## src/hw/rtl/pid_controller_sample_gated_defines.svh

```systemverilog
// assertion macros for the sample-gated pid controller
`ifndef PID_CONTROLLER_SAMPLE_GATED_DEFINES_SVH
`define PID_CONTROLLER_SAMPLE_GATED_DEFINES_SVH

// same-cycle implication, checked on clk with reset masked
`define PIDSG_ASSERT_SAME(name, ante, cons, msg) \
  name: assert property (@(posedge clk) disable iff (!rst_n) (ante) |-> (cons)) \
    else $error(msg);

// next-cycle implication, checked on clk with reset masked
`define PIDSG_ASSERT_NEXT(name, ante, cons, msg) \
  name: assert property (@(posedge clk) disable iff (!rst_n) (ante) |=> (cons)) \
    else $error(msg);

`endif

```

## src/hw/rtl/pidsg_pkg.sv

```systemverilog
// shared types and constants for the sample-gated pid controller
package pidsg_pkg;

  localparam int GAIN_FRAC_BITS_DEF = 8;
  localparam int CMD_DEPTH_DEF      = 4;
  localparam int OUT_DEPTH_DEF      = 4;

  localparam int DATA_W    = 16;
  localparam int TIME_W    = 32;
  localparam int DIFF_W    = DATA_W + 1;
  localparam int PROD_W    = DATA_W + DIFF_W;
  localparam int CLAMP_W   = 40;
  localparam int ADDR_W    = 5;
  localparam int REG_IDX_W = 3;
  localparam int APB_W     = 32;

  // register indexes
  localparam logic [REG_IDX_W-1:0] REG_PROP_GAIN  = 3'd0;
  localparam logic [REG_IDX_W-1:0] REG_INTEG_GAIN = 3'd1;
  localparam logic [REG_IDX_W-1:0] REG_DERIV_GAIN = 3'd2;
  localparam logic [REG_IDX_W-1:0] REG_PERIOD_MS  = 3'd3;
  localparam logic [REG_IDX_W-1:0] REG_OUT_UPPER  = 3'd4;
  localparam logic [REG_IDX_W-1:0] REG_OUT_LOWER  = 3'd5;

  // input mode codes
  localparam logic MODE_SAMPLE = 1'b0;
  localparam logic MODE_CLEAR  = 1'b1;

  typedef enum logic [1:0] {
    CMD_HOLD,
    CMD_UPDATE,
    CMD_CLEAR
  } cmd_kind_t;

  typedef struct packed {
    logic                     mode;
    logic signed [DATA_W-1:0] measured;
    logic signed [DATA_W-1:0] target;
    logic [TIME_W-1:0]        now_ms;
  } in_item_t;

  typedef struct packed {
    logic signed [DATA_W-1:0] drive;
    logic                     updated;
  } out_item_t;

  typedef struct packed {
    cmd_kind_t                kind;
    logic signed [DIFF_W-1:0] err;
    logic signed [DIFF_W-1:0] drop;
  } cmd_t;

  typedef struct packed {
    logic signed [DATA_W-1:0] prop_gain;
    logic signed [DATA_W-1:0] integ_gain;
    logic signed [DATA_W-1:0] deriv_gain;
    logic [DATA_W-1:0]        period_ms;
    logic signed [DATA_W-1:0] out_upper;
    logic signed [DATA_W-1:0] out_lower;
  } cfg_t;

endpackage

```

## src/hw/rtl/pidsg_fifo.sv

```systemverilog
// small register queue used between front and back and on the result side
module pidsg_fifo #(
  parameter int W     = 8,
  parameter int DEPTH = 4
) (
  input  logic                       clk,
  input  logic                       rst_n,
  input  logic                       wr_en,
  input  logic [W-1:0]               wr_data,
  input  logic                       rd_en,
  output logic [W-1:0]               rd_data,
  output logic                       full,
  output logic                       empty,
  output logic [$clog2(DEPTH):0]     count
);

  localparam int AW = $clog2(DEPTH);

  logic [W-1:0]  mem_r [DEPTH];
  logic [AW-1:0] wr_ptr_r, wr_ptr_nxt;
  logic [AW-1:0] rd_ptr_r, rd_ptr_nxt;
  logic [AW:0]   count_r, count_nxt;
  logic          do_wr, do_rd;

  assign full  = (count_r == (AW+1)'(DEPTH));
  assign empty = (count_r == '0);
  assign count = count_r;
  assign do_wr = wr_en && !full;
  assign do_rd = rd_en && !empty;

  // pointer and fill count update
  always_comb begin
    wr_ptr_nxt = do_wr ? wr_ptr_r + AW'(1) : wr_ptr_r;
    rd_ptr_nxt = do_rd ? rd_ptr_r + AW'(1) : rd_ptr_r;
    count_nxt  = count_r;
    if (do_wr && !do_rd) begin
      count_nxt = count_r + (AW+1)'(1);
    end else if (do_rd && !do_wr) begin
      count_nxt = count_r - (AW+1)'(1);
    end
  end

  always_ff @(posedge clk) begin
    if (!rst_n) begin
      wr_ptr_r <= '0;
      rd_ptr_r <= '0;
      count_r  <= '0;
    end else begin
      wr_ptr_r <= wr_ptr_nxt;
      rd_ptr_r <= rd_ptr_nxt;
      count_r  <= count_nxt;
    end
  end

  // storage
  always_ff @(posedge clk) begin
    if (do_wr) begin
      mem_r[wr_ptr_r] <= wr_data;
    end
  end

  assign rd_data = mem_r[rd_ptr_r];

endmodule

```

## src/hw/rtl/pidsg_front.sv

```systemverilog
// front end: time gating, item classification, error and drop forming
module pidsg_front
  import pidsg_pkg::*;
(
  input  logic     clk,
  input  logic     rst_n,
  input  cfg_t     cfg,
  input  in_item_t in_item,
  input  logic     accept,
  output cmd_t     cmd
);

  logic [TIME_W-1:0]        last_time_r, last_time_nxt;
  logic signed [DATA_W-1:0] last_meas_r, last_meas_nxt;
  logic [TIME_W-1:0]        time_base;
  logic [TIME_W-1:0]        elapsed;
  logic                     due;

  // clock going backward pulls the time base down to now
  always_comb begin
    time_base = (last_time_r > in_item.now_ms) ? in_item.now_ms : last_time_r;
    elapsed   = in_item.now_ms - time_base;
    due       = elapsed > TIME_W'(cfg.period_ms);
  end

  // classify the item and form the differences
  always_comb begin
    cmd.err  = DIFF_W'(in_item.target) - DIFF_W'(in_item.measured);
    cmd.drop = DIFF_W'(last_meas_r) - DIFF_W'(in_item.measured);
    if (in_item.mode == MODE_CLEAR) begin
      cmd.kind = CMD_CLEAR;
    end else if (due) begin
      cmd.kind = CMD_UPDATE;
    end else begin
      cmd.kind = CMD_HOLD;
    end
  end

  // time base and last measurement follow accepted items
  always_comb begin
    last_time_nxt = last_time_r;
    last_meas_nxt = last_meas_r;
    if (accept) begin
      case (cmd.kind)
        CMD_CLEAR: begin
          last_time_nxt = in_item.now_ms;
          last_meas_nxt = '0;
        end
        CMD_UPDATE: begin
          last_time_nxt = in_item.now_ms;
          last_meas_nxt = in_item.measured;
        end
        default: begin
          last_time_nxt = time_base;
        end
      endcase
    end
  end

  always_ff @(posedge clk) begin
    if (!rst_n) begin
      last_time_r <= '0;
      last_meas_r <= '0;
    end else begin
      last_time_r <= last_time_nxt;
      last_meas_r <= last_meas_nxt;
    end
  end

endmodule

```

## src/hw/rtl/pidsg_back.sv

```systemverilog
// back end: gain products, integrator, output clamp and held drive
module pidsg_back
  import pidsg_pkg::*;
#(
  parameter int GAIN_FRAC_BITS = GAIN_FRAC_BITS_DEF,
  parameter int OUT_DEPTH      = OUT_DEPTH_DEF
) (
  input  logic                         clk,
  input  logic                         rst_n,
  input  cfg_t                         cfg,
  input  cmd_t                         cmd,
  input  logic                         cmd_empty,
  input  logic [$clog2(OUT_DEPTH):0]   out_count,
  output logic                         cmd_pop,
  output logic                         out_wr,
  output out_item_t                    out_item
);

  localparam int SH_W  = PROD_W - GAIN_FRAC_BITS;
  localparam int SUM_W = SH_W + 2;
  localparam int CW    = $clog2(OUT_DEPTH) + 1;

  function automatic logic signed [DATA_W-1:0] clamp_lim(
    input logic signed [CLAMP_W-1:0] x,
    input logic signed [DATA_W-1:0]  hi,
    input logic signed [DATA_W-1:0]  lo
  );
    logic signed [DATA_W-1:0] res;
    if (x > CLAMP_W'(hi)) begin
      res = hi;
    end else if (x < CLAMP_W'(lo)) begin
      res = lo;
    end else begin
      res = DATA_W'(x);
    end
    return res;
  endfunction

  logic                     s1_v_r;
  cmd_kind_t                s1_kind_r;
  logic signed [SH_W-1:0]   p_r, i_r, d_r;
  logic signed [PROD_W-1:0] p_full, i_full, d_full;
  logic signed [DATA_W-1:0] integ_r, integ_nxt;
  logic signed [DATA_W-1:0] drive_r, drive_nxt;
  logic signed [SUM_W-1:0]  acc_sum, tot_sum;
  logic signed [DATA_W-1:0] acc_cl, tot_cl;
  logic                     upd;

  // issue only when the result queue has room for everything in flight
  assign cmd_pop = !cmd_empty &&
                   ((out_count + CW'(s1_v_r)) < CW'(OUT_DEPTH));

  // stage 1: three gain products
  always_comb begin
    p_full = PROD_W'(cfg.prop_gain) * PROD_W'(cmd.err);
    i_full = PROD_W'(cfg.integ_gain) * PROD_W'(cmd.err);
    d_full = PROD_W'(cfg.deriv_gain) * PROD_W'(cmd.drop);
  end

  always_ff @(posedge clk) begin
    if (!rst_n) begin
      s1_v_r <= 1'b0;
    end else begin
      s1_v_r <= cmd_pop;
    end
  end

  always_ff @(posedge clk) begin
    if (cmd_pop) begin
      s1_kind_r <= cmd.kind;
      p_r       <= SH_W'(p_full >>> GAIN_FRAC_BITS);
      i_r       <= SH_W'(i_full >>> GAIN_FRAC_BITS);
      d_r       <= SH_W'(d_full >>> GAIN_FRAC_BITS);
    end
  end

  // stage 2: integrator, sum and clamps
  always_comb begin
    acc_sum = SUM_W'(integ_r) + SUM_W'(i_r);
    acc_cl  = clamp_lim(CLAMP_W'(acc_sum), cfg.out_upper, cfg.out_lower);
    tot_sum = SUM_W'(p_r) + SUM_W'(acc_cl) + SUM_W'(d_r);
    tot_cl  = clamp_lim(CLAMP_W'(tot_sum), cfg.out_upper, cfg.out_lower);
  end

  // controller state update per item kind
  always_comb begin
    integ_nxt = integ_r;
    drive_nxt = drive_r;
    upd       = 1'b0;
    if (s1_v_r) begin
      case (s1_kind_r)
        CMD_UPDATE: begin
          integ_nxt = acc_cl;
          drive_nxt = tot_cl;
          upd       = 1'b1;
        end
        CMD_CLEAR: begin
          integ_nxt = '0;
          drive_nxt = '0;
        end
        default: begin
          upd = 1'b0;
        end
      endcase
    end
  end

  always_ff @(posedge clk) begin
    if (!rst_n) begin
      integ_r <= '0;
      drive_r <= '0;
    end else begin
      integ_r <= integ_nxt;
      drive_r <= drive_nxt;
    end
  end

  assign out_wr           = s1_v_r;
  assign out_item.drive   = drive_nxt;
  assign out_item.updated = upd;

endmodule

```

## src/hw/rtl/pid_controller_sample_gated.sv

```systemverilog
// Sample-gated PID controller, top level: register port, front, queues, back.
// A result passes through the command queue, the stage 1 registers of the back end
// and the result queue. Throughput: one item per cycle while the result queue has room;
// the integrator and clamp loop in the back end closes through the single integrator register.
// Reset (rst_n low, synchronous): queues empty, controller state zero,
// registers at their reset values.
`include "pid_controller_sample_gated_defines.svh"

module pid_controller_sample_gated
  import pidsg_pkg::*;
#(
  parameter int GAIN_FRAC_BITS = GAIN_FRAC_BITS_DEF,
  parameter int CMD_DEPTH      = CMD_DEPTH_DEF,
  parameter int OUT_DEPTH      = OUT_DEPTH_DEF
) (
  input  logic               clk,
  input  logic               rst_n,
  // input item channel
  input  logic               push,
  output logic               full,
  input  in_item_t           in_item,
  // result channel
  output logic               empty,
  input  logic               pop,
  output out_item_t          out_item,
  // register port
  input  logic               psel,
  input  logic               penable,
  input  logic               pwrite,
  input  logic [ADDR_W-1:0]  paddr,
  input  logic [APB_W-1:0]   pwdata,
  output logic [APB_W-1:0]   prdata,
  output logic               pready
);

  localparam int OCW = $clog2(OUT_DEPTH) + 1;
  localparam int CCW = $clog2(CMD_DEPTH) + 1;

  cfg_t                    cfg_r, cfg_nxt;
  logic                    cfg_wr;
  logic [REG_IDX_W-1:0]    reg_idx;
  logic                    in_accept;
  cmd_t                    cmd_in, cmd_out;
  logic [$bits(cmd_t)-1:0] cmd_rd;
  logic                    cmd_full, cmd_empty, cmd_pop;
  logic [CCW-1:0]          cmd_count;
  logic                    out_wr;
  out_item_t               back_item;
  logic [$bits(out_item_t)-1:0] out_rd;
  logic                    out_full;
  logic [OCW-1:0]          out_count;

  // register port
  assign pready  = 1'b1;
  assign cfg_wr  = psel && penable && pwrite && pready;
  assign reg_idx = paddr[ADDR_W-1:2];

  always_comb begin
    cfg_nxt = cfg_r;
    if (cfg_wr) begin
      case (reg_idx)
        REG_PROP_GAIN:  cfg_nxt.prop_gain  = pwdata[DATA_W-1:0];
        REG_INTEG_GAIN: cfg_nxt.integ_gain = pwdata[DATA_W-1:0];
        REG_DERIV_GAIN: cfg_nxt.deriv_gain = pwdata[DATA_W-1:0];
        REG_PERIOD_MS:  cfg_nxt.period_ms  = pwdata[DATA_W-1:0];
        REG_OUT_UPPER:  cfg_nxt.out_upper  = pwdata[DATA_W-1:0];
        REG_OUT_LOWER:  cfg_nxt.out_lower  = pwdata[DATA_W-1:0];
        default:        cfg_nxt = cfg_r;
      endcase
    end
  end

  always_ff @(posedge clk) begin
    if (!rst_n) begin
      cfg_r.prop_gain  <= 16'sd256;
      cfg_r.integ_gain <= '0;
      cfg_r.deriv_gain <= '0;
      cfg_r.period_ms  <= 16'd10;
      cfg_r.out_upper  <= 16'sh7FFF;
      cfg_r.out_lower  <= 16'sh8000;
    end else begin
      cfg_r <= cfg_nxt;
    end
  end

  // register read back
  always_comb begin
    case (reg_idx)
      REG_PROP_GAIN:  prdata = {16'b0, cfg_r.prop_gain};
      REG_INTEG_GAIN: prdata = {16'b0, cfg_r.integ_gain};
      REG_DERIV_GAIN: prdata = {16'b0, cfg_r.deriv_gain};
      REG_PERIOD_MS:  prdata = {16'b0, cfg_r.period_ms};
      REG_OUT_UPPER:  prdata = {16'b0, cfg_r.out_upper};
      REG_OUT_LOWER:  prdata = {16'b0, cfg_r.out_lower};
      default:        prdata = '0;
    endcase
  end

  // front end
  assign full      = cmd_full;
  assign in_accept = push && !cmd_full;

  pidsg_front u_front (
    .clk     (clk),
    .rst_n   (rst_n),
    .cfg     (cfg_r),
    .in_item (in_item),
    .accept  (in_accept),
    .cmd     (cmd_in)
  );

  // command queue between front and back
  pidsg_fifo #(
    .W     ($bits(cmd_t)),
    .DEPTH (CMD_DEPTH)
  ) u_cmd_q (
    .clk     (clk),
    .rst_n   (rst_n),
    .wr_en   (in_accept),
    .wr_data (cmd_in),
    .rd_en   (cmd_pop),
    .rd_data (cmd_rd),
    .full    (cmd_full),
    .empty   (cmd_empty),
    .count   (cmd_count)
  );

  assign cmd_out = cmd_t'(cmd_rd);

  // back end
  pidsg_back #(
    .GAIN_FRAC_BITS (GAIN_FRAC_BITS),
    .OUT_DEPTH      (OUT_DEPTH)
  ) u_back (
    .clk       (clk),
    .rst_n     (rst_n),
    .cfg       (cfg_r),
    .cmd       (cmd_out),
    .cmd_empty (cmd_empty),
    .out_count (out_count),
    .cmd_pop   (cmd_pop),
    .out_wr    (out_wr),
    .out_item  (back_item)
  );

  // result queue
  pidsg_fifo #(
    .W     ($bits(out_item_t)),
    .DEPTH (OUT_DEPTH)
  ) u_out_q (
    .clk     (clk),
    .rst_n   (rst_n),
    .wr_en   (out_wr),
    .wr_data (back_item),
    .rd_en   (pop),
    .rd_data (out_rd),
    .full    (out_full),
    .empty   (empty),
    .count   (out_count)
  );

  assign out_item = out_item_t'(out_rd);

  // checks
  `PIDSG_ASSERT_SAME(a_no_result_overflow, out_wr, !out_full, "result written into a full queue")
  `PIDSG_ASSERT_NEXT(a_item_queued, in_accept, !cmd_empty, "accepted item missing from command queue")
  `PIDSG_ASSERT_SAME(a_cmd_full_count, cmd_full, cmd_count == CCW'(CMD_DEPTH), "command queue full flag disagrees with its count")
  `PIDSG_ASSERT_SAME(a_drive_in_limits, !empty && out_item.updated && (cfg_r.out_upper >= cfg_r.out_lower), (out_item.drive <= cfg_r.out_upper) && (out_item.drive >= cfg_r.out_lower), "updated drive outside limits")

endmodule
```

## config.mk

```make
export PLATFORM = sky130hd
export DESIGN_NAME = pid_controller_sample_gated
export DESIGN_NICKNAME = d
export VERILOG_FILES = /design/src/hw/rtl/pidsg_pkg.sv /design/src/hw/rtl/pidsg_fifo.sv /design/src/hw/rtl/pidsg_front.sv /design/src/hw/rtl/pidsg_back.sv /design/src/hw/rtl/pid_controller_sample_gated.sv
export VERILOG_INCLUDE_DIRS = /design/src /design/src/hw/rtl
export SDC_FILE = /design/constraint.sdc
export NUM_CORES = 2
export LEC_CHECK = 0
export ABC_AREA = 1
export BUFFER_PORTS_ARGS = -buffer_cell sky130_fd_sc_hd__clkbuf_2
export CAP_MARGIN = 15
export CORE_UTILIZATION = 26
export DETAILED_ROUTE_END_ITERATION = 6
export GPL_ROUTABILITY_DRIVEN = 0
export GPL_TIMING_DRIVEN = 0
export SLEW_MARGIN = 20
export SYNTH_ARGS = -nofsm -noshare
export SYNTH_HDL_FRONTEND = slang
export SYNTH_SLANG_ARGS = --single-unit
```

## constraint.sdc

```tcl
create_clock -name clk -period 26.1 [get_ports clk]
set_input_delay 2.61 -clock clk [delete_from_list [all_inputs] [get_ports clk]]
set_output_delay 2.61 -clock clk [all_outputs]
set_load 0.02 [all_outputs]
```

==> results.py <==
metrics = {
    "drt": {
        "wl_per_cell_um": 18.8,
        "via_count": 50671,
        "viasPerCell": 4.81,
        "wl_um": 198000,
        "first_pass_iters": 6,
        "final_antenna_net_count": 0,
        "drc": 0,
        "drt_iter0_drc": 4548,
    },
    "clock_network": {
        "cts-buffers-inserted": 53,
        "cts_tree": "done",
        "path_clk_slew_ns": 0.06,
        "cts_hold_buf": 0,
        "clk_latency_ns": 0.67,
        "cts.sinks": 484,
        "htree_levels": 2,
        "cts_root_buf": "clkbuf_16",
        "clk_path_buf_depth": 3,
        "cts_resized": 0,
        "cts_setup_buffers": 0,
    },
    "yosys": {
        "synth_top_area_cell": "fa_1",
        "syn_area_per_cell_um2": 8.31,
        "synth_edf_count": 289,
        "synth_area_leaders": "fa_1 (29%), edfxtp_1 (14%), ha_1 (11%)",
        "yosysWarnings": 0,
        "yosysSeqAreaShare": 0.209,
        "syn_inst": 7234,
        "synth_cell_type_count": 59,
        "yosysTopAreaCellShare": 0.285,
        "ys_ff_latch": 484,
        "ys_async_sr_fraction": 0,
        "synthFlopType": "edfxtp_1",
        "syn_area_mm2": 0.0601,
    },
    "die": {
        "chipWidth_um": 483,
        "core.rowCount": 176,
        "fp.dieH_um": 483,
        "start_util": 0.262,
        "ios": 161,
        "core_mm2": 0.230,
        "die-area_mm2": 0.233,
    },
    "sta": {
        "hold_violations": 0,
        "report.final.slew_viol_count": 0,
        "slew_headroom": 0.169,
        "clock_skew_ns": 0.0504,
        "min_period_ns": 11.45,
        "setup_viol": 0,
        "worst_pin_slew_ns": 1.25,
        "finalSetupTns_ns": 0,
        "period_share": 0.439,
        "fmax_mhz": 87.3,
        "rsz0062_at_grt": "false",
    },
    "cells_and_area": {
        "final_cell_mix": "inv_1 (1446), nand2_1 (1445), fa_1 (857)",
        "nNetsFinal": 8931,
        "fin_util": 0.290,
        "n_fill_cell": 24562,
        "regArea_mm2": 0.0126,
        "instances_no_fill": 10525,
        "multi_input_area_mm2": 0.0409,
        "layout-drive-gt1-share": 0.0483,
        "area_growth_pct": 11.0,
        "layout_commonest_cell": "inv_1",
    },
    "worst_setup_path": {
        "cp_max_fo": 10,
        "cp-end-kind": "flop",
        "cp_common_cell": "nand2_1",
        "cp-start-kind": "flop",
        "rr_endpoint": "u_out_q.mem_r[2][6]",
        "worstPathArrival_ns": 11.93,
        "path_class": "reg2reg",
        "rr_worst_depth": 52,
        "critPathMaxStageDelay_ns": 0.53,
        "r2r_slack_ns": 14.65,
        "timing.rr.start": "u_back.i_r[2]",
        "slowest_stage": "nor3_1",
        "cp.required_ns": 26.58,
    },
    "grt": {
        "grt_first_pass_wirelength_um": 301000,
        "met3_usage": 0.0307,
        "grtUsageMet1": 0.224,
        "grt_max_degree": 27,
        "grt_overflow": 0,
        "grt.total_usage": 0.169,
        "antenna_found_initial": 11,
        "grt_busiest_layer": "met2",
        "grt_pass1_vias": 50378,
        "grt_use_met2": 0.265,
    },
    "worst_hold_path": {
        "hold_path.class": "reg2reg",
        "whs_path_depth": 2,
        "min-delay-start": "u_front.last_meas_r[2]",
        "hold-path-endpoint": "u_front.last_meas_r[2]",
    },
    "placement": {
        "placed_cells": 10415,
        "io_buffers": 124,
        "dp.final_hpwl_um": 166000,
    },
    "flow_run": {
        "drv_cap": 0,
    },
    "outcome": {
        "status": "complete, no violations",
    },
}
==> worst max path at each step <==
stage | from | to | slack, ns | cells past startpoint
CTS | u_back.i_r[2] | u_out_q.mem_r[0][8] | 14.97 | 52
global placement | u_cmd_q.count[0] | u_cmd_q.count[1] | 15.10 | 8
finish | u_back.i_r[2] | u_out_q.mem_r[2][6] | 14.65 | 52
floorplan | u_back.i_r[2] | u_out_q.mem_r[0][10] | 17.74 | 50
detailed placement | u_back.i_r[2] | u_out_q.mem_r[0][8] | 15.01 | 52
global route | u_back.i_r[2] | u_out_q.mem_r[3][8] | 13.84 | 52
==> layout make-up <==
class / instances / area share
Timing Repair Buffer: 141 / 0.0126
Multi-Input combinational cell: 5025 / 0.614
Antenna cell: 9 / 0.000338
Sequential cell: 484 / 0.189
Inverter: 1486 / 0.0837
Clock inverter: 34 / 0.00606
Buffer: 254 / 0.0167
Tap cell: 3026 / 0.0568
Clock buffer: 66 / 0.0214
==> Yosys cell counts, types with 27 or more instances <==
library cell  instances
inv_1              1448
nand2_1            1445
fa_1                857
nor2_1              575
ha_1                520
a21oi_1             486
edfxtp_1            289
nand3_1             281
o21ai_0             251
dfxtp_1             195
clkbuf_1            191
xor2_1              140
xnor2_1              60
nor3_1               45
nand4_1              43
o22ai_1              43
clkinv_1             27
==> critical path: cells and delay by family, from the launching register on <==
family / cells / cell delay, ns
AND/OR/NAND/NOR: 24 / 3.46
AO/OA/AOI/OAI: 15 / 3.37
adder cells (fa/ha/maj): 5 / 1.95
buffers and inverters: 5 / 1.18
XOR/XNOR: 3 / 0.85
flip-flops: 1 / 0.41
==> flip-flops by register name, indices dropped and copies added (netlist names), 3 cells and up, named ones only <==
signal               count
u_cmd_q.mem_r          144
cfg_r                   96
u_out_q.mem_r           68
u_front.last_time_r     32
u_back.d_r              25
u_back.i_r              25
u_back.p_r              25
u_back.drive_r          16
u_back.integ_r          16
u_front.last_meas_r     16
u_cmd_q.count            3
u_out_q.count            3
==> metrics by stage <==
step | instance area (um^2) | setup slack, ns | hold slack (ns)
finish | 66700 | 14.65 | 0.471
global route | 66700 | 13.84 | 0.484
CTS | 66700 | 14.97 | 0.469
detailed placement | 64800 | 15.01 | 0.458
global placement | 64600 | 15.10 | 0.455
floorplan | 60200 | 17.74 | 0.436
==> per-layer routing <==
metal  wire [um]  part of all wire
met3       18300             0.092
met4       11000             0.056
met2       87600              0.44
met5           9          0.000045
met1       81200              0.41
==> cells by family after synthesis <==
logic type | count (synthesis) | synth area share
flops | 484 | 0.209
fa+ha+maj | 1377 | 0.394
other cells | 2 | 0.000125
xor+xnor | 200 | 0.0291
buf+inv | 1740 | 0.111
simple gates | 2468 | 0.168
compound gates | 963 | 0.0890
Power is left out: the tool's default activity adds up to more than one toggle a clock period on the data nets, which glitch-free logic cannot reach.
